==> config.mk <==
export PLATFORM = sky130hd
export DESIGN_NAME = ymodem_receiver_control
export DESIGN_NICKNAME = d
export VERILOG_FILES = /design/src/rtl/ymrc_pkg.sv /design/src/rtl/ymodem_receiver_control.sv /design/src/rtl/ymrc_queue.sv /design/src/rtl/ymrc_front.sv /design/src/rtl/ymrc_back.sv
export SDC_FILE = /design/constraint.sdc
export NUM_CORES = 1
export LEC_CHECK = 0
export BUFFER_PORTS_ARGS = -buffer_cell sky130_fd_sc_hd__clkbuf_2
export CORE_ASPECT_RATIO = 0.5
export CORE_MARGIN = 3
export CORE_UTILIZATION = 59
export DETAILED_ROUTE_END_ITERATION = 7
export GPL_TIMING_DRIVEN = 0
export PLACE_DENSITY = 0.84
export SYNTH_ARGS = -nofsm -noshare
export SYNTH_HDL_FRONTEND = slang
export SYNTH_SLANG_ARGS = --single-unit
export TNS_END_PERCENT = 20
==> constraint.sdc <==
create_clock -name clk -period 6.3 [get_ports clk]
set_input_delay 0.945 -clock clk [delete_from_list [all_inputs] [get_ports clk]]
set_output_delay 0.945 -clock clk [all_outputs]
set_load 0.02 [all_outputs]
==> src/rtl/ymrc_pkg.sv <==
// shared types, codes and helper functions for the ymodem receiver control block
package ymrc_pkg;

	localparam int LEN_W   = 11;
	localparam int BLK_W   = 32;
	localparam int QDEPTH  = 4;
	localparam int QAW     = $clog2(QDEPTH);
	localparam int IDX_W   = 3;

	localparam logic [LEN_W-1:0] LONG_FRAME_LEN = 11'd1029;
	localparam logic [LEN_W-1:0] CRC_MIN_LEN    = 11'd100;
	localparam logic [LEN_W-1:0] LEN_MAX        = 11'd2047;
	localparam logic [LEN_W-1:0] HDR_OVERHEAD   = 11'd5;

	localparam logic [15:0] CRC_POLY = 16'h1021;
	localparam logic [BLK_W-1:0] HDR_FLAG = 32'h8000_0000;

	localparam logic [7:0] CH_SOH = 8'h01;
	localparam logic [7:0] CH_STX = 8'h02;
	localparam logic [7:0] CH_EOT = 8'h04;
	localparam logic [7:0] CH_ACK = 8'h06;
	localparam logic [7:0] CH_NAK = 8'h15;
	localparam logic [7:0] CH_CAN = 8'h18;
	localparam logic [7:0] CH_C   = 8'h43;
	localparam logic [7:0] CH_NONE = 8'h00;

	localparam logic CMD_BYTE = 1'b0;
	localparam logic CMD_POLL = 1'b1;

	localparam logic [1:0] EP_NONE  = 2'd0;
	localparam logic [1:0] EP_FIRST = 2'd1;
	localparam logic [1:0] EP_DONE  = 2'd2;

	typedef enum logic [2:0] {
		PS_IDLE,
		PS_START,
		PS_XFER,
		PS_EOT,
		PS_NEXT,
		PS_FIN
	} proto_state_t;

	typedef enum logic [1:0] {
		RK_FRAME,
		RK_ONE,
		RK_TWO,
		RK_FINAL
	} rkind_t;

	typedef struct packed {
		logic       cmd;
		logic [7:0] rx_byte;
		logic       frame_end;
		logic       start_req;
		logic       timeout;
	} in_word_t;

	typedef struct packed {
		logic             tx_valid;
		logic [7:0]       tx_byte;
		logic             frame_checked;
		logic [LEN_W-1:0] payload_len;
		logic             update_done;
		logic [30:0]      block_count;
		logic             header_seen;
		logic             result_last;
	} out_word_t;

	// one queued job for the back end
	typedef struct packed {
		rkind_t           kind;
		logic [7:0]       rbyte;
		logic [LEN_W-1:0] plen;
		logic [BLK_W-1:0] blocks;
	} qent_t;

	typedef struct packed {
		logic full;
		logic empty;
	} qstat_t;

	function automatic logic [15:0] crc_byte(input logic [15:0] crc, input logic [7:0] b);
		logic [15:0] c;
		c = crc ^ {b, 8'h00};
		for (int k = 0; k < 8; k++) begin
			c = c[15] ? ({c[14:0], 1'b0} ^ CRC_POLY) : {c[14:0], 1'b0};
		end
		return c;
	endfunction

	function automatic logic [IDX_W-1:0] last_idx(input rkind_t kind);
		logic [IDX_W-1:0] r;
		unique case (kind)
			RK_FRAME: r = 3'd0;
			RK_ONE:   r = 3'd0;
			RK_TWO:   r = 3'd1;
			RK_FINAL: r = 3'd5;
			default:  r = 3'd0;
		endcase
		return r;
	endfunction

endpackage

==> src/rtl/ymodem_receiver_control.sv <==
// top level of the ymodem receiver control block
//
//   channel   handshake     payload     word
//   input     push / full   item        frame byte or poll
//   output    pop / empty   result      reply byte or frame verdict
//
// one input word per cycle while full is low; the front end updates all protocol state in that cycle
// a result word leaves the output register each cycle that pop is high; a poll that ends the
// transfer expands to six words and holds the back end until all six have left
// full rises when the four-entry job queue is full; reset clears all control state
module ymodem_receiver_control (
	input  logic                clk,
	input  logic                arst_n,
	input  logic                push,
	output logic                full,
	input  ymrc_pkg::in_word_t  item,
	output logic                empty,
	input  logic                pop,
	output ymrc_pkg::out_word_t result
);
	import ymrc_pkg::*;

	logic   acc;
	logic   q_push;
	logic   q_pop;
	qent_t  q_wdata;
	qent_t  q_head;
	qstat_t q_stat;

	assign full = q_stat.full;
	assign acc  = push && !q_stat.full;

	ymrc_front u_front (
		.clk    (clk),
		.arst_n (arst_n),
		.acc    (acc),
		.item   (item),
		.q_push (q_push),
		.q_data (q_wdata)
	);

	ymrc_queue u_queue (
		.clk     (clk),
		.arst_n  (arst_n),
		.wr_en   (q_push),
		.wr_data (q_wdata),
		.rd_en   (q_pop),
		.rd_data (q_head),
		.stat    (q_stat)
	);

	ymrc_back u_back (
		.clk      (clk),
		.arst_n   (arst_n),
		.head     (q_head),
		.head_vld (!q_stat.empty),
		.q_pop    (q_pop),
		.pop      (pop),
		.empty    (empty),
		.result   (result)
	);

endmodule

==> src/rtl/ymrc_queue.sv <==
// short job queue between the front end and the back end
module ymrc_queue (
	input  logic           clk,
	input  logic           arst_n,
	input  logic           wr_en,
	input  ymrc_pkg::qent_t wr_data,
	input  logic           rd_en,
	output ymrc_pkg::qent_t rd_data,
	output ymrc_pkg::qstat_t stat
);
	import ymrc_pkg::*;

	qent_t          mem_q [QDEPTH];
	logic [QAW-1:0] wr_ptr_q;
	logic [QAW-1:0] rd_ptr_q;
	logic [QAW:0]   cnt_q;
	logic           do_wr;
	logic           do_rd;

	assign stat.full  = (cnt_q == QDEPTH[QAW:0]);
	assign stat.empty = (cnt_q == '0);
	assign do_wr = wr_en && !stat.full;
	assign do_rd = rd_en && !stat.empty;
	assign rd_data = mem_q[rd_ptr_q];

	always_ff @(posedge clk or negedge arst_n) begin
		if (!arst_n) begin
			wr_ptr_q <= '0;
			rd_ptr_q <= '0;
			cnt_q    <= '0;
		end else begin
			if (do_wr) wr_ptr_q <= wr_ptr_q + 1'b1;
			if (do_rd) rd_ptr_q <= rd_ptr_q + 1'b1;
			unique case ({do_wr, do_rd})
				2'b10:   cnt_q <= cnt_q + 1'b1;
				2'b01:   cnt_q <= cnt_q - 1'b1;
				default: cnt_q <= cnt_q;
			endcase
		end
	end

	always_ff @(posedge clk) begin
		if (do_wr) mem_q[wr_ptr_q] <= wr_data;
	end

endmodule

==> src/rtl/ymrc_front.sv <==
// front end: frame accumulation, crc, frame judgement and reply machine
module ymrc_front (
	input  logic              clk,
	input  logic              arst_n,
	input  logic              acc,
	input  ymrc_pkg::in_word_t item,
	output logic              q_push,
	output ymrc_pkg::qent_t   q_data
);
	import ymrc_pkg::*;

	proto_state_t     state_q, state_d;
	logic [7:0]       pend_q, pend_d;
	logic [1:0]       endp_q, endp_d;
	logic [BLK_W-1:0] blocks_q, blocks_d;
	logic [BLK_W-1:0] short_q, short_d;
	logic [15:0]      crc_q, crc_d;
	logic [15:0]      tail_q, tail_d;
	logic [7:0]       hdr_q, hdr_d;
	logic [LEN_W-1:0] len_q, len_d;
	logic [15:0]      calc;
	logic             emit;
	qent_t            ent;

	always_ff @(posedge clk or negedge arst_n) begin
		if (!arst_n) begin
			state_q  <= PS_IDLE;
			pend_q   <= CH_NONE;
			endp_q   <= EP_NONE;
			blocks_q <= '0;
			short_q  <= '0;
			crc_q    <= '0;
			tail_q   <= '0;
			hdr_q    <= '0;
			len_q    <= '0;
		end else begin
			state_q  <= state_d;
			pend_q   <= pend_d;
			endp_q   <= endp_d;
			blocks_q <= blocks_d;
			short_q  <= short_d;
			crc_q    <= crc_d;
			tail_q   <= tail_d;
			hdr_q    <= hdr_d;
			len_q    <= len_d;
		end
	end

	always_comb begin
		state_d  = state_q;
		pend_d   = pend_q;
		endp_d   = endp_q;
		blocks_d = blocks_q;
		short_d  = short_q;
		crc_d    = crc_q;
		tail_d   = tail_q;
		hdr_d    = hdr_q;
		len_d    = len_q;
		calc     = '0;
		emit     = 1'b0;
		ent.kind  = RK_FRAME;
		ent.rbyte = CH_NONE;
		ent.plen  = '0;
		if (acc) begin
			if (item.cmd == CMD_BYTE) begin
				if (len_q == '0) hdr_d = item.rx_byte;
				// crc trails the input by two bytes so the check word is never folded in
				if (len_q >= HDR_OVERHEAD) crc_d = crc_byte(crc_q, tail_q[15:8]);
				tail_d = {tail_q[7:0], item.rx_byte};
				if (len_q != LEN_MAX) len_d = len_q + 1'b1;
				if (item.frame_end) begin
					emit = 1'b1;
					ent.kind = RK_FRAME;
					if (state_q != PS_IDLE) begin
						if (len_d > CRC_MIN_LEN) calc = crc_d;
						if (calc == tail_d && (hdr_d == CH_STX || hdr_d == CH_SOH)) begin
							pend_d = CH_ACK;
							if (endp_q == EP_NONE) begin
								if (blocks_q == '0) begin
									blocks_d = blocks_q | HDR_FLAG;
								end else begin
									if (len_d == LONG_FRAME_LEN) begin
										blocks_d = blocks_q + 1'b1;
									end else begin
										if (short_q == '0) blocks_d = blocks_q + 1'b1;
										short_d = short_q + 1'b1;
									end
									ent.plen = (len_d >= HDR_OVERHEAD) ? len_d - HDR_OVERHEAD : '0;
								end
							end
						end else if (hdr_d == CH_EOT) begin
							if (endp_q == EP_NONE) begin
								endp_d = EP_FIRST;
								pend_d = CH_NAK;
							end else begin
								endp_d   = EP_DONE;
								blocks_d = '0;
								short_d  = '0;
								pend_d   = CH_ACK;
							end
						end else begin
							pend_d = CH_NAK;
						end
					end
					crc_d  = '0;
					tail_d = '0;
					hdr_d  = '0;
					len_d  = '0;
				end
			end else begin
				unique case (state_q)
					PS_IDLE: begin
						if (item.start_req) state_d = PS_START;
					end
					PS_START: begin
						if (pend_q != CH_NONE) begin
							emit = 1'b1;
							ent.kind = RK_TWO;
							ent.rbyte = pend_q;
							state_d = PS_XFER;
						end else if (item.timeout) begin
							emit = 1'b1;
							ent.kind = RK_ONE;
							ent.rbyte = CH_C;
						end
					end
					PS_XFER: begin
						if (pend_q != CH_NONE) begin
							emit = 1'b1;
							ent.kind = RK_ONE;
							ent.rbyte = pend_q;
							if (pend_q == CH_NAK && endp_q == EP_FIRST) state_d = PS_EOT;
						end
					end
					PS_EOT: begin
						if (pend_q != CH_NONE) begin
							emit = 1'b1;
							ent.kind = RK_ONE;
							ent.rbyte = pend_q;
							if (pend_q == CH_ACK && endp_q == EP_DONE) state_d = PS_NEXT;
						end
					end
					PS_NEXT: begin
						emit = 1'b1;
						ent.kind = RK_ONE;
						ent.rbyte = CH_C;
						state_d = PS_FIN;
					end
					PS_FIN: begin
						if (pend_q == CH_ACK) begin
							emit = 1'b1;
							ent.kind = RK_FINAL;
							endp_d = EP_NONE;
							state_d = PS_IDLE;
						end
					end
					default: begin
						state_d = state_q;
					end
				endcase
				pend_d = CH_NONE;
			end
		end
		ent.blocks = blocks_d;
	end

	assign q_push = emit;
	assign q_data = ent;

endmodule

==> src/rtl/ymrc_back.sv <==
// back end: expands queued jobs into result words, one per cycle while the output is empty or popped
module ymrc_back (
	input  logic                clk,
	input  logic                arst_n,
	input  ymrc_pkg::qent_t     head,
	input  logic                head_vld,
	output logic                q_pop,
	input  logic                pop,
	output logic                empty,
	output ymrc_pkg::out_word_t result
);
	import ymrc_pkg::*;

	out_word_t        out_q;
	logic             out_vld_q;
	logic [IDX_W-1:0] idx_q;
	logic [IDX_W-1:0] last;
	logic             load;
	out_word_t        w;

	assign load  = !out_vld_q || pop;
	assign last  = last_idx(head.kind);
	assign q_pop = load && head_vld && (idx_q == last);
	assign empty = !out_vld_q;
	assign result = out_q;

	always_comb begin
		w = '0;
		w.block_count = head.blocks[30:0];
		w.header_seen = head.blocks[31];
		w.result_last = (idx_q == last);
		unique case (head.kind)
			RK_FRAME: begin
				w.frame_checked = 1'b1;
				w.payload_len   = head.plen;
			end
			RK_ONE: begin
				w.tx_valid = 1'b1;
				w.tx_byte  = head.rbyte;
			end
			RK_TWO: begin
				w.tx_valid = 1'b1;
				w.tx_byte  = (idx_q == '0) ? head.rbyte : CH_C;
			end
			RK_FINAL: begin
				w.tx_valid    = 1'b1;
				w.update_done = 1'b1;
				w.tx_byte     = (idx_q == '0) ? CH_ACK : CH_CAN;
			end
			default: begin
				w.tx_valid = 1'b0;
			end
		endcase
	end

	always_ff @(posedge clk or negedge arst_n) begin
		if (!arst_n) begin
			out_vld_q <= 1'b0;
			idx_q     <= '0;
		end else if (load) begin
			out_vld_q <= head_vld;
			if (head_vld) idx_q <= (idx_q == last) ? '0 : idx_q + 1'b1;
		end
	end

	always_ff @(posedge clk) begin
		if (load && head_vld) out_q <= w;
	end

endmodule

### Word-level counts from Yosys, hierarchy flattened

Memories as Yosys holds them, arrays and structs flattened.
Index checks and enable logic that the tools add are counted.

* add/subtract/negate cells: 9
* magnitude comparators: 3
* equality and inequality tests: 36
* mux-type cells: 97
* bitwise gates (word level): 11
* reductions and logical operators: 37

Operators by type and width (count)
* $mux 32: 17
* $mux 16: 8
* $mux 11: 11
* $mux 13: 8
* $mux 8: 10
* $add 32x1->32 const B: 2
* $logic_not 32->1: 2
* $pmux 9 s3: 1
* $mux 3: 8
* $not 3->3: 8
* $pmux 8 s3: 1
* $ge 11x3->1 const B: 2
* $mux 21: 1
* $mux 2: 10
* $mux 9: 2
* $ne 2x1->1 const B: 9
* $pmux 3 s6: 1
* $eq 16x16->1: 1
* $eq 8x3->1 const B: 2
* $xor 16x16->16: 1
* $mux 5: 3
* $mux 12: 1
* $add 11x1->11 const B: 1
* $eq 11x11->1 const B: 1
* 39 further kinds: 82

* register bits: 194
* RAM bits: 212
* bits of input ports: 16
* output and inout bits: 57
* word-level logic and storage cells: 216
* memories: 1

Memories
* u_queue.mem_q: depth 4, width 53, read ports 1, clocked after Yosys merged registers in 0, write ports 1, line ymrc_queue.sv:13 `qent_t mem_q [QDEPTH];`

### Logic depth before layout (Yosys ltp)

Gate-level depths: netlist of run 1.

* word-level depth: 30
* depth in mapped cells: 20
* gate-level depth less buffers: 17

### By module

From an unflattened synthesis of run 1, not the netlist that was laid out.

* cells, all modules: 1500
* area total of the unflattened synthesis: 19268.5 um^2

By module, submodules not included
* ymrc_front: times used 1, cells an instance 1058, area an instance 8929.8 um^2, sequential area each 3078.0 um^2
* ymrc_queue: times used 1, cells an instance 314, area an instance 8141.6 um^2, sequential area each 6541.3 um^2
* ymrc_back: times used 1, cells an instance 126, area an instance 2179.6 um^2, sequential area each 1751.7 um^2
* ymodem_receiver_control: times used 1, cells an instance 2, area an instance 17.5 um^2, sequential area each 0.0 um^2

### Worst setup path after synthesis of run 1

OpenSTA, ideal clock, no wires.

* path type: register -> register
* from: register u_front.len_q[1]
* to: memory u_queue.mem_q[0][38] (netlist bit) (data pin)
* library setup time: 206 ps
* data arrival time: 4664 ps
* slack: 1430 ps
* cell stages (with the launch flop): 18
* buffers on the path: 2
* period minus slack after synthesis: 4870 ps
* cell sequence: dfrtp_1 ha_1 and4_1 buf_2 nand2_1 nor2_1 mux2i_1 ha_1 inv_1 a311o_1 nor4b_2 o211ai_1 a311oi_2 o2111ai_1 or4_1 buf_2 a311o_1 a2111oi_4

RTL lines
* start, declared: line ymrc_front.sv:20 `logic [LEN_W-1:0] len_q, len_d;`
* start signal, assigned: line ymrc_front.sv:45 `len_q <= len_d;`
* end, declared: line ymrc_queue.sv:13

==> impl_metrics.tcl, run 1 <==
set metrics [dict create \
    critPathMaxStageDelay_ns 0.56 \
    muxShareOfSynthArea_pct 8.80 \
    crit_chain "ha_1 > and4_1 > buf_2 > nand2_1 > nor2_2 > mux2i_2 > ha_1 > inv_1 > a311o_1 > nor4b_2 > o211ai_1 > buf_4 > a311oi_2 > o2111ai_1 > or4_1 > buf_2 > buf_2 > mux2i_1 > mux2i_1" \
    vdd_drop_max_v 0.000282 \
    root_buffer "clkbuf_16" \
    setup_viol 0 \
    dp_cells 1979 \
    period_needed_ns 5.93 \
    hpwl_um 31400 \
    synth.area.top_cells "edfxtp_1, dfrtp_1, mux4_2" \
    gp_congestion 0.898 \
    cts_hold_buf 0 \
    final_max_slew_viol_count 0 \
    synth_top_family_by_area "simple AND/OR/NAND/NOR gates" \
    portBuffers 69 \
    max_freq_mhz 169 \
    yosysSeqAreaShare_pct 59.1 \
    final_cell_mix "edfxtp_1, nand2_1, dfrtp_1" \
    clk_latency_ns 0.55 \
    wl_per_cell_um 23.1 \
    syn_to_final_growth_pct 11.8 \
    cp-end-kind "flip-flop" \
    fp.dieH_um 131 \
    stdcell_count 2043 \
    grt_pass1_wl_um 74700 \
    relSlewSlack_pct 38.3 \
    rsz0062_at_grt "false" \
    synth_compound_area_share_pct 10.2 \
    grt_overflow 0 \
    mostFrequentLayoutCell "edfxtp_1" \
    clkSinkCount 387 \
    dr.pass1.iters 8 \
    io_pins 73 \
    drt_iter0_drc 1776 \
    power.leakage_nw 7.91 \
    grt_max_degree 111 \
    core_um2 30600 \
    initial_core_util_pct 60.5 \
    cts_tree "yes" \
    die_w_um 257 \
    hold_violations 0 \
    max-clock-path-buffers 3 \
    synth_cells 1480 \
    area.sequential_um2 11000 \
    viasPerCell 6.59 \
    power.density_nw_per_um2 426 \
    die-area_um2 33700 \
    tightestPinTransition_ns 0.920 \
    multi_input_area_um2 7050 \
    finalClockSkew_ns 0.0280 \
    clkTransAtPathRegs_ns 0.07 \
    layout-drive-gt1-share_pct 14.3 \
    outcome "finished clean" \
    p_seq_share_pct 40.5 \
    track_usage_pct 28.0 \
    ys_ff_latch 387 \
    antenna_found_initial 2 \
    num_rows 45 \
    cp.required_ns 6.58 \
    hold_path_class "input pin to asynchronous set/reset pin" \
    synth_edf_count 253 \
    grt_pass1_vias 13500 \
    syn_area_per_cell_um2 12.5 \
    critPathLaunchType "flip-flop" \
    critical_path_peak_fanout 10 \
    syn_area_um2 18500 \
    ys_types 86 \
    h-tree-depth 2 \
    critPathMostFrequentCell "buf_2" \
    num-fill-cells 2112 \
    fin_tns_setup_ns 0 \
    finalCritPeriodShare_pct 94.0 \
    drt_drc_violations_left 0 \
    clkPwrFrac_pct 24.5 \
    synthSimpleGateAreaFrac_pct 14.8 \
    crit_type "flip-flop to flip-flop" \
    cp.arrival_ns 6.20 \
    cts_buffers 34 \
    synthAdderAreaFrac_pct 1.26 \
    yosysWarnings 0 \
    ant_nets 0 \
    drt_wl_total_um 47100 \
    num_vias 13500 \
    p_sw_mw 3.09 \
    crit_path_top_delay_cell "or4_1" \
    combinationalPowerShare_pct 35.1 \
    nets 1627 \
    p_sw_share_pct 35.0 \
    drv_cap 0 \
    yosysTopAreaCell "edfxtp_1" \
    synthArstFlopShare_pct 34.6 \
    synth_xor_area_share_pct 2.88 \
    internal_power_mw 5.74 \
    yosysTopAreaCellShare_pct 41.0 \
    reg2reg_slack_ns 0.37 \
    synth-main-ff-cell "edfxtp_1" \
]
==> critical path, delay by kind of cell (launching register included) <==
family	cells	cell delay, ns
fa+ha+maj	2	0.60
mux	3	1.06
buf+inv	5	0.91
simple gates	5	1.58
compound gates	4	1.00
flops	1	0.51
==> metrics by stage <==
stage	hold WS [ns]	instance area, um2	worst slack [ns]	utilization (%)	power [mW]
finish	0.272	20700	0.375	67.7	8.84
floorplan	0.457	18500	1.43	-	5.77
detailed placement	0.483	19600	-0.0853	63.8	6.67
CTS	0.268	20700	0.106	67.6	8.84
global placement	0.474	19400	0.0416	63.4	6.50
global route	0.271	20700	0.0493	67.6	9.25
==> cell type report <==
| type | instances | area share (%) |
|---|---|---|
| Timing Repair Buffer | 76 | 2.36 |
| Clock inverter | 16 | 0.888 |
| Multi-Input combinational cell | 961 | 34.0 |
| Clock buffer | 46 | 4.62 |
| Buffer | 81 | 1.74 |
| Sequential cell | 387 | 52.8 |
| Inverter | 52 | 0.942 |
| Tap cell | 423 | 2.55 |
| Antenna cell | 1 | 0.0121 |
==> flip-flops by register name, summed over array words and instances, names as in the netlist <==
| register | cells |
|---|---|
| u_back.result | 53 |
| u_front.short_q | 32 |
| u_front.pend_q | 3 |
| u_queue.mem_q | 200 |
| u_queue.cnt_q | 3 |
| u_front.tail_q | 16 |
| u_front.state_q | 3 |
| u_queue.rd_ptr_q | 2 |
| u_front.len_q | 11 |
| u_back.out_vld_q | 1 |
| u_front.hdr_q | 8 |
| u_front.endp_q | 2 |
| u_front.blocks_q | 32 |
| u_front.crc_q | 16 |
| u_back.idx_q | 3 |
| u_queue.wr_ptr_q | 2 |
==> worst paths after layout <==
kind | start | endpoint | cells after the start
worst min-delay path | arst_n | u_front.blocks_q[20] | 1
worst min register to register | u_front.tail_q[14] | u_front.tail_q[14] | 2
worst max register to register | u_front.len_q[1] | u_queue.mem_q[2][18] | 19
max in group asynchronous | arst_n | u_front.tail_q[4] | 2
min in group clk | u_front.tail_q[14] | u_front.tail_q[14] | 2
worst max-delay path | u_front.len_q[1] | u_queue.mem_q[2][18] | 19
==> power by group through the flow <==
stage | Sequential, mW | Clock [mW] | Combinational [mW]
2_1_floorplan | 3.77 | 0 | 1.99
5_1_grt | 3.62 | 2.29 | 3.34
3_3_place_gp | 3.59 | 0 | 2.91
3_5_place_dp | 3.61 | 0 | 3.06
4_1_cts | 3.57 | 2.18 | 3.09
6_report | 3.57 | 2.16 | 3.10
==> what timing repair did <==
item	4_1_cts	5_1_grt
pin swaps	0	1
resized for setup	2	3
setup buffers	0	1
setup endpoints to repair	13	161
==> synthesized netlist by cell type (7+ instances only) <==
cell and n:
nor3_1 24, a21oi_1 38, clkbuf_1 53, nand4_1 15, inv_1 52, nor4_1 24, edfxtp_1 253, o31ai_1 23
mux4_2 50, o211ai_1 11, or4_1 19, a31oi_1 13, nand3b_1 19, mux2_2 7, buf_1 7, xnor2_1 27
o311ai_1 9, a21o_1 18, o22ai_1 9, and2_1 28, buf_4 7, nor2b_1 8, ha_1 17, a22oi_1 22
nand2_1 153, dfrtp_1 134, o2111ai_1 8, buf_2 12, nor2_1 77, and3_1 24, mux2i_1 35, o21ai_0 71
nand3_1 60, xor2_1 14, nand2b_1 16
==> layer usage <==
metal | share of wire [%] | GRT usage, %
met5 | 0.028 | 0
met4 | 3.0 | 9.08
met3 | 9.1 | 6.22
met2 | 48 | 45.4
met1 | 40 | 38.1
==> logic make-up after synthesis <==
logic type / after synthesis
xor+xnor: 49
buf+inv: 133
simple gates: 518
fa+ha+maj: 18
other cells: 1
flops: 387
mux: 97
compound gates: 277
Note: power is estimated with default switching activity, not from simulation.
==> inputs of run 2 (changes only) <==
- CORE_MARGIN: 3 -> unset
==> run 2 against run 1 <==
  * Register-to-register slack lost 0.10 ns
  * Sequential power is essentially flat
  * Worst hold slack gained 0.017 ns
  * Power shrank 0.50%
  * Die area shrank 4.6%
  * Flip-flop and latch count is the same
  * Largest cell class unchanged
==> impl_metrics.tcl, run 2 (synthesis gave the netlist of run 1 again) <==
set metrics [dict create \
    critical_path_peak_fanout 10 \
    drt_wl_total_um 45400 \
    stdcell_count 2042 \
    die_w_um 253 \
    cp-end-kind "flip-flop" \
    grt_overflow 0 \
    num-fill-cells 2101 \
    num_vias 13200 \
    grt_max_degree 111 \
    final_max_slew_viol_count 0 \
    critPathLaunchType "flip-flop" \
    hold_violations 0 \
    die-area_um2 32200 \
    critPathBufInv 4 \
    power.leakage_nw 7.91 \
    period_needed_ns 6.03 \
    hold_path_class "input pin to asynchronous set/reset pin" \
    dpl_worst_slack_ns 0.00358 \
    root_buffer "clkbuf_16" \
    wl_per_cell_um 22.2 \
    cp.required_ns 6.55 \
    max-clock-path-buffers 3 \
    clkSinkCount 387 \
    outcome "finished clean" \
    antenna_found_initial 0 \
    grt_pass1_wl_um 71900 \
    vdd_drop_max_v 0.000407 \
    dp_cells 1979 \
    drt_iter0_drc 1526 \
    cp.arrival_ns 6.28 \
    final_cell_mix "edfxtp_1, nand2_1, dfrtp_1" \
    finalCritPeriodShare_pct 95.7 \
    regMostFlops "u_queue.mem_q" \
    gp_congestion 0.936 \
    antenna_cells 0 \
    portBuffers 69 \
    core_um2 30600 \
    clkTransAtPathRegs_ns 0.06 \
    mostFrequentLayoutCell "edfxtp_1" \
    power.density_nw_per_um2 425 \
    tightestPinTransition_ns 0.952 \
    critical-path-top-delay-family "simple AND/OR/NAND/NOR gates" \
    layout-drive-gt1-share_pct 14.6 \
    nets 1628 \
    syn_to_final_growth_pct 11.7 \
    relSlewSlack_pct 36.5 \
    h-tree-depth 2 \
    critPathMaxStageDelay_ns 0.51 \
    max_freq_mhz 166 \
    fin_tns_setup_ns 0 \
    final_util_pct 67.6 \
    crit_path_top_delay_cell "clkbuf_1" \
    grt_pass1_vias 13100 \
    crit_type "flip-flop to flip-flop" \
    cts_tree "yes" \
    viasPerCell 6.48 \
    fp.dieH_um 127 \
    num_rows 45 \
    io_pins 73 \
    finalClockSkew_ns 0.0194 \
    hpwl_um 30600 \
    ant_nets 0 \
    largest_register_ffs 200 \
    rsz0062_at_grt "false" \
    clk_latency_ns 0.54 \
    track_usage_pct 28.9 \
    setup_viol 0 \
    whs_ns 0.289 \
    drv_cap 0 \
    cts_buffers 35 \
    crit_chain "ha_1 > and4_1 > buf_2 > nand2_1 > nor2_2 > mux2i_2 > ha_1 > inv_1 > a311o_1 > nor4b_2 > and3_1 > clkbuf_1 > o21ai_0 > a311oi_1 > and3_1 > clkbuf_1 > o21ai_0 > a31oi_1" \
    drt_drc_violations_left 0 \
    dr.pass1.iters 6 \
    fin_ws_ns 0.272 \
    initial_core_util_pct 60.5 \
]
-- run 2: changes by cell type in the layout (fill, tap and decap cells not counted), sizes merged --
| cell | delta |
|---|---|
| bufinv | -1 |
| clkinvlp | -1 |
| clkinv | +1 |
| diode | -1 |
| inv | +1 |
-- run 2: final timing paths --
check / from / endpoint / slack [ns] / cells past startpoint
min reg2reg: u_front.tail_q[11] / u_front.tail_q[11] / 0.50 / 2
min: arst_n / u_front.hdr_q[7] / 0.29 / 1
max in group asynchronous: arst_n / u_queue.wr_ptr_q[0] / 5.12 / 2
max: u_front.len_q[1] / u_queue.mem_q[2][28] / 0.27 / 18
max reg2reg: u_front.len_q[1] / u_queue.mem_q[2][28] / 0.27 / 18
min in group clk: u_front.tail_q[11] / u_front.tail_q[11] / 0.50 / 2
-- run 2: final cells by class --
class                   instances  area (um2)  area share (%)
plain buffers                  81         360            1.74
inverters                      52         195           0.943
repair buffers                 76         504            2.44
clock buffers                  46         937            4.53
well taps                     423         529            2.56
clock inverters                16         161           0.780
multi-input cells             961        7060            34.1
flip-flops and latches        387       11000            52.9
-- run 2: metrics by stage --
stage / area [um2] / total power, mW
2_1_floorplan: 18500 / 5.77
3_3_place_gp: 19400 / 6.51
3_5_place_dp: 19600 / 6.66
4_1_cts: 20700 / 8.79
5_1_grt: 20700 / 9.18
6_report: 20700 / 8.79
-- run 2: routing by layer --
| metal | part of all wire (%) | up-vias | GRT usage [%] |
|---|---|---|---|
| met1 | 42 | 6596 | 40.2 |
| met5 | 0 | - | 0 |
| li1 | - | 5852 | - |
| met4 | 2.5 | 0 | 8.45 |
| met2 | 47 | 689 | 47.3 |
| met3 | 8.5 | 100 | 5.01 |
-- run 2: report_power, final --
| part | switching (mW) | internal, mW | leakage [nW] |
|---|---|---|---|
| clock network | 0.951 | 1.15 | 0.539 |
| logic | 1.87 | 1.24 | 3.29 |
| registers | 0.276 | 3.30 | 4.08 |
-- run 2: repair_timing --
item | in CTS | in global routing
buffers inserted | 0 | 1
setup endpoints to repair | 9 | 165
gates resized for setup | 2 | 5
hold buffers | 0 | 0
hold endpoints to repair | 0 | 0
==> inputs of run 3 (changes only) <==
- CELL_PAD_IN_SITES_DETAIL_PLACEMENT: unset -> 1
- CELL_PAD_IN_SITES_GLOBAL_PLACEMENT: unset -> 1
- CORE_UTILIZATION: 59 -> 51
- PLACE_DENSITY: 0.84 -> 0.87
- SLEW_MARGIN: unset -> 20
==> run 3 against run 2 <==
  * Non-clock buffer count shrank 2
  * Utilization shrank 8.4 points
  * Sequential power grew 1%
  * Largest cell class unchanged
  * Clock-buffer cell count grew 2
  * Critical path type unchanged
  * Fmax is essentially flat
  * Flip-flop and latch count is the same
  * Cell area grew 0.48%
  * Sequential share of layout area shrank 0.25 points
  * Combinational power grew 5%
  * Power grew 3.9%
  * Register-to-register slack is essentially flat
==> impl_metrics.tcl, run 3 (synthesis gave the netlist of run 1 again) <==
set metrics [dict create \
    io_pins 73 \
    dp_cells 2030 \
    die-area_um2 37200 \
    clkSinkCount 387 \
    antenna_found_initial 0 \
    finalCritPeriodShare_pct 95.7 \
    portBuffers 69 \
    mostFrequentLayoutCell "edfxtp_1" \
    period_needed_ns 6.03 \
    grt_pass1_vias 14800 \
    hpwl_um 37100 \
    outcome "finished clean" \
    final_max_slew_viol_count 0 \
    tightestPinTransition_ns 1.09 \
    hold_violations 0 \
    stdcell_count 2093 \
    finalClockSkew_ns 0.0295 \
    drt_iter0_drc 1442 \
    layout-drive-gt1-share_pct 14.9 \
    setup_viol 0 \
    largest_register_ffs 200 \
    crit_type "flip-flop to flip-flop" \
    rsz0062_at_grt "false" \
    max_freq_mhz 166 \
    num_vias 14000 \
    wl_per_cell_um 27.6 \
    fp.dieH_um 137 \
    antenna_cells 0 \
    syn_to_final_growth_pct 12.2 \
    initial_core_util_pct 52.8 \
    drv_cap 0 \
    fin_ws_ns 0.273 \
    cp.arrival_ns 6.32 \
    vdd_drop_max_v 0.000322 \
    clkTransAtPathRegs_ns 0.07 \
    cp-end-kind "flip-flop" \
    cts_hold_buf 0 \
    critPathMaxStageDelay_ns 0.54 \
    viasPerCell 6.70 \
    dr.pass1.iters 6 \
    grt_overflow 0 \
    power.density_nw_per_um2 439 \
    num_rows 48 \
    die_w_um 272 \
    crit_chain "ha_2 > and4_1 > buf_2 > nand2_1 > nor2_4 > mux2i_4 > ha_1 > inv_1 > a311o_1 > nor4b_2 > o211ai_1 > nor4b_1 > o211ai_1 > or4_1 > buf_2 > a311o_1 > buf_6 > nor2_1" \
    drt_wl_total_um 57700 \
    grt_pass1_wl_um 89200 \
    cts_tree "yes" \
    core_um2 35100 \
    final_cell_mix "edfxtp_1, nand2_1, dfrtp_1" \
    grt_max_degree 81 \
    root_buffer "clkbuf_16" \
    critical_path_peak_fanout 10 \
    cts_buffers 35 \
    clk_latency_ns 0.56 \
    post_dp_cell_area_um2 19600 \
    design_area_um2 20800 \
    dpl_worst_slack_ns -0.224 \
    h-tree-depth 2 \
    relSlewSlack_pct 27.1 \
    drt_drc_violations_left 0 \
    gp_congestion 0.897 \
    cp.required_ns 6.59 \
    track_usage_pct 31.8 \
    regMostFlops "u_queue.mem_q" \
    max-clock-path-buffers 3 \
    critPathLaunchType "flip-flop" \
    nets 1626 \
    crit_path_top_delay_cell "nor4b_1" \
    ant_nets 0 \
    power.leakage_nw 7.93 \
    hold_path_class "input pin to asynchronous set/reset pin" \
]
-- run 3: final cells by class --
cell class                      count  area (um2)
Buffer                             81         364
Clock buffer                       48         995
Clock inverter                     15         150
Fill cell                        3508       14300
Inverter                           52         198
Multi-Input combinational cell    961        7090
Sequential cell                   387       11000
Tap cell                          475         594
Timing Repair Buffer               74         462
-- run 3: stage by stage --
stage | TNS, ns | total power, mW | util, % | hold WS (ns)
finish | 0 | 9.14 | 59.2 | 0.372
global route | 0 | 9.48 | 59.2 | 0.406
CTS | 0 | 9.10 | 59.1 | 0.379
detailed placement | -1.37 | 6.80 | 55.8 | 0.495
global placement | 0 | 6.54 | 55.4 | 0.470
floorplan | 0 | 5.77 | - | 0.457
-- run 3: per-layer routing --
metal  vias to the layer above  global-route usage (%)  wire length (um)  part of all wire [%]
met5                         -                       0                 0                     0
met4                         0                    14.3              2380                   4.1
met3                       194                    5.42              4080                   7.1
met2                       742                    53.6             28200                    49
met1                      7213                    40.9             23000                    40
li1                       5873                       -                 -                     -
-- run 3: power by group --
group          total [mW]  switching (mW)  internal [mW]
Combinational        3.27            2.03           1.24
Sequential           3.62           0.317           3.30
Clock                2.24            1.04           1.20
Total                9.14            3.39           5.75
-- run 3: path summary, 6_finish.rpt --
| kind | cells past startpoint | start | slack [ns] | end |
|---|---|---|---|---|
| worst min-delay path | 1 | arst_n | 0.37 | u_front.tail_q[8] |
| worst max register to register | 18 | u_front.len_q[1] | 0.27 | u_queue.mem_q[2][33] |
| worst min register to register | 2 | u_front.tail_q[14] | 0.51 | u_front.tail_q[14] |
| worst max-delay path | 18 | u_front.len_q[1] | 0.27 | u_queue.mem_q[2][33] |
| max in group asynchronous | 2 | arst_n | 5.04 | u_front.blocks_q[18] |
| min in group clk | 2 | u_front.tail_q[14] | 0.51 | u_front.tail_q[14] |
-- run 3: timing repair --
| item | 4_1_cts | 5_1_grt |
|---|---|---|
| resized for setup | 5 | 9 |
| setup buffers | 0 | 0 |
| setup endpoints to repair | 60 | 191 |
-- run 3: critical path, delay by kind of cell, from the launching register on --
kind,cells,cell delay (ns)
AOI/OAI and AO/OA,4,1.27
buffers and inverters,4,0.65
and+or+nand+nor,7,2.32
muxes,1,0.39
adders and majority gates,2,0.58
DFF,1,0.53
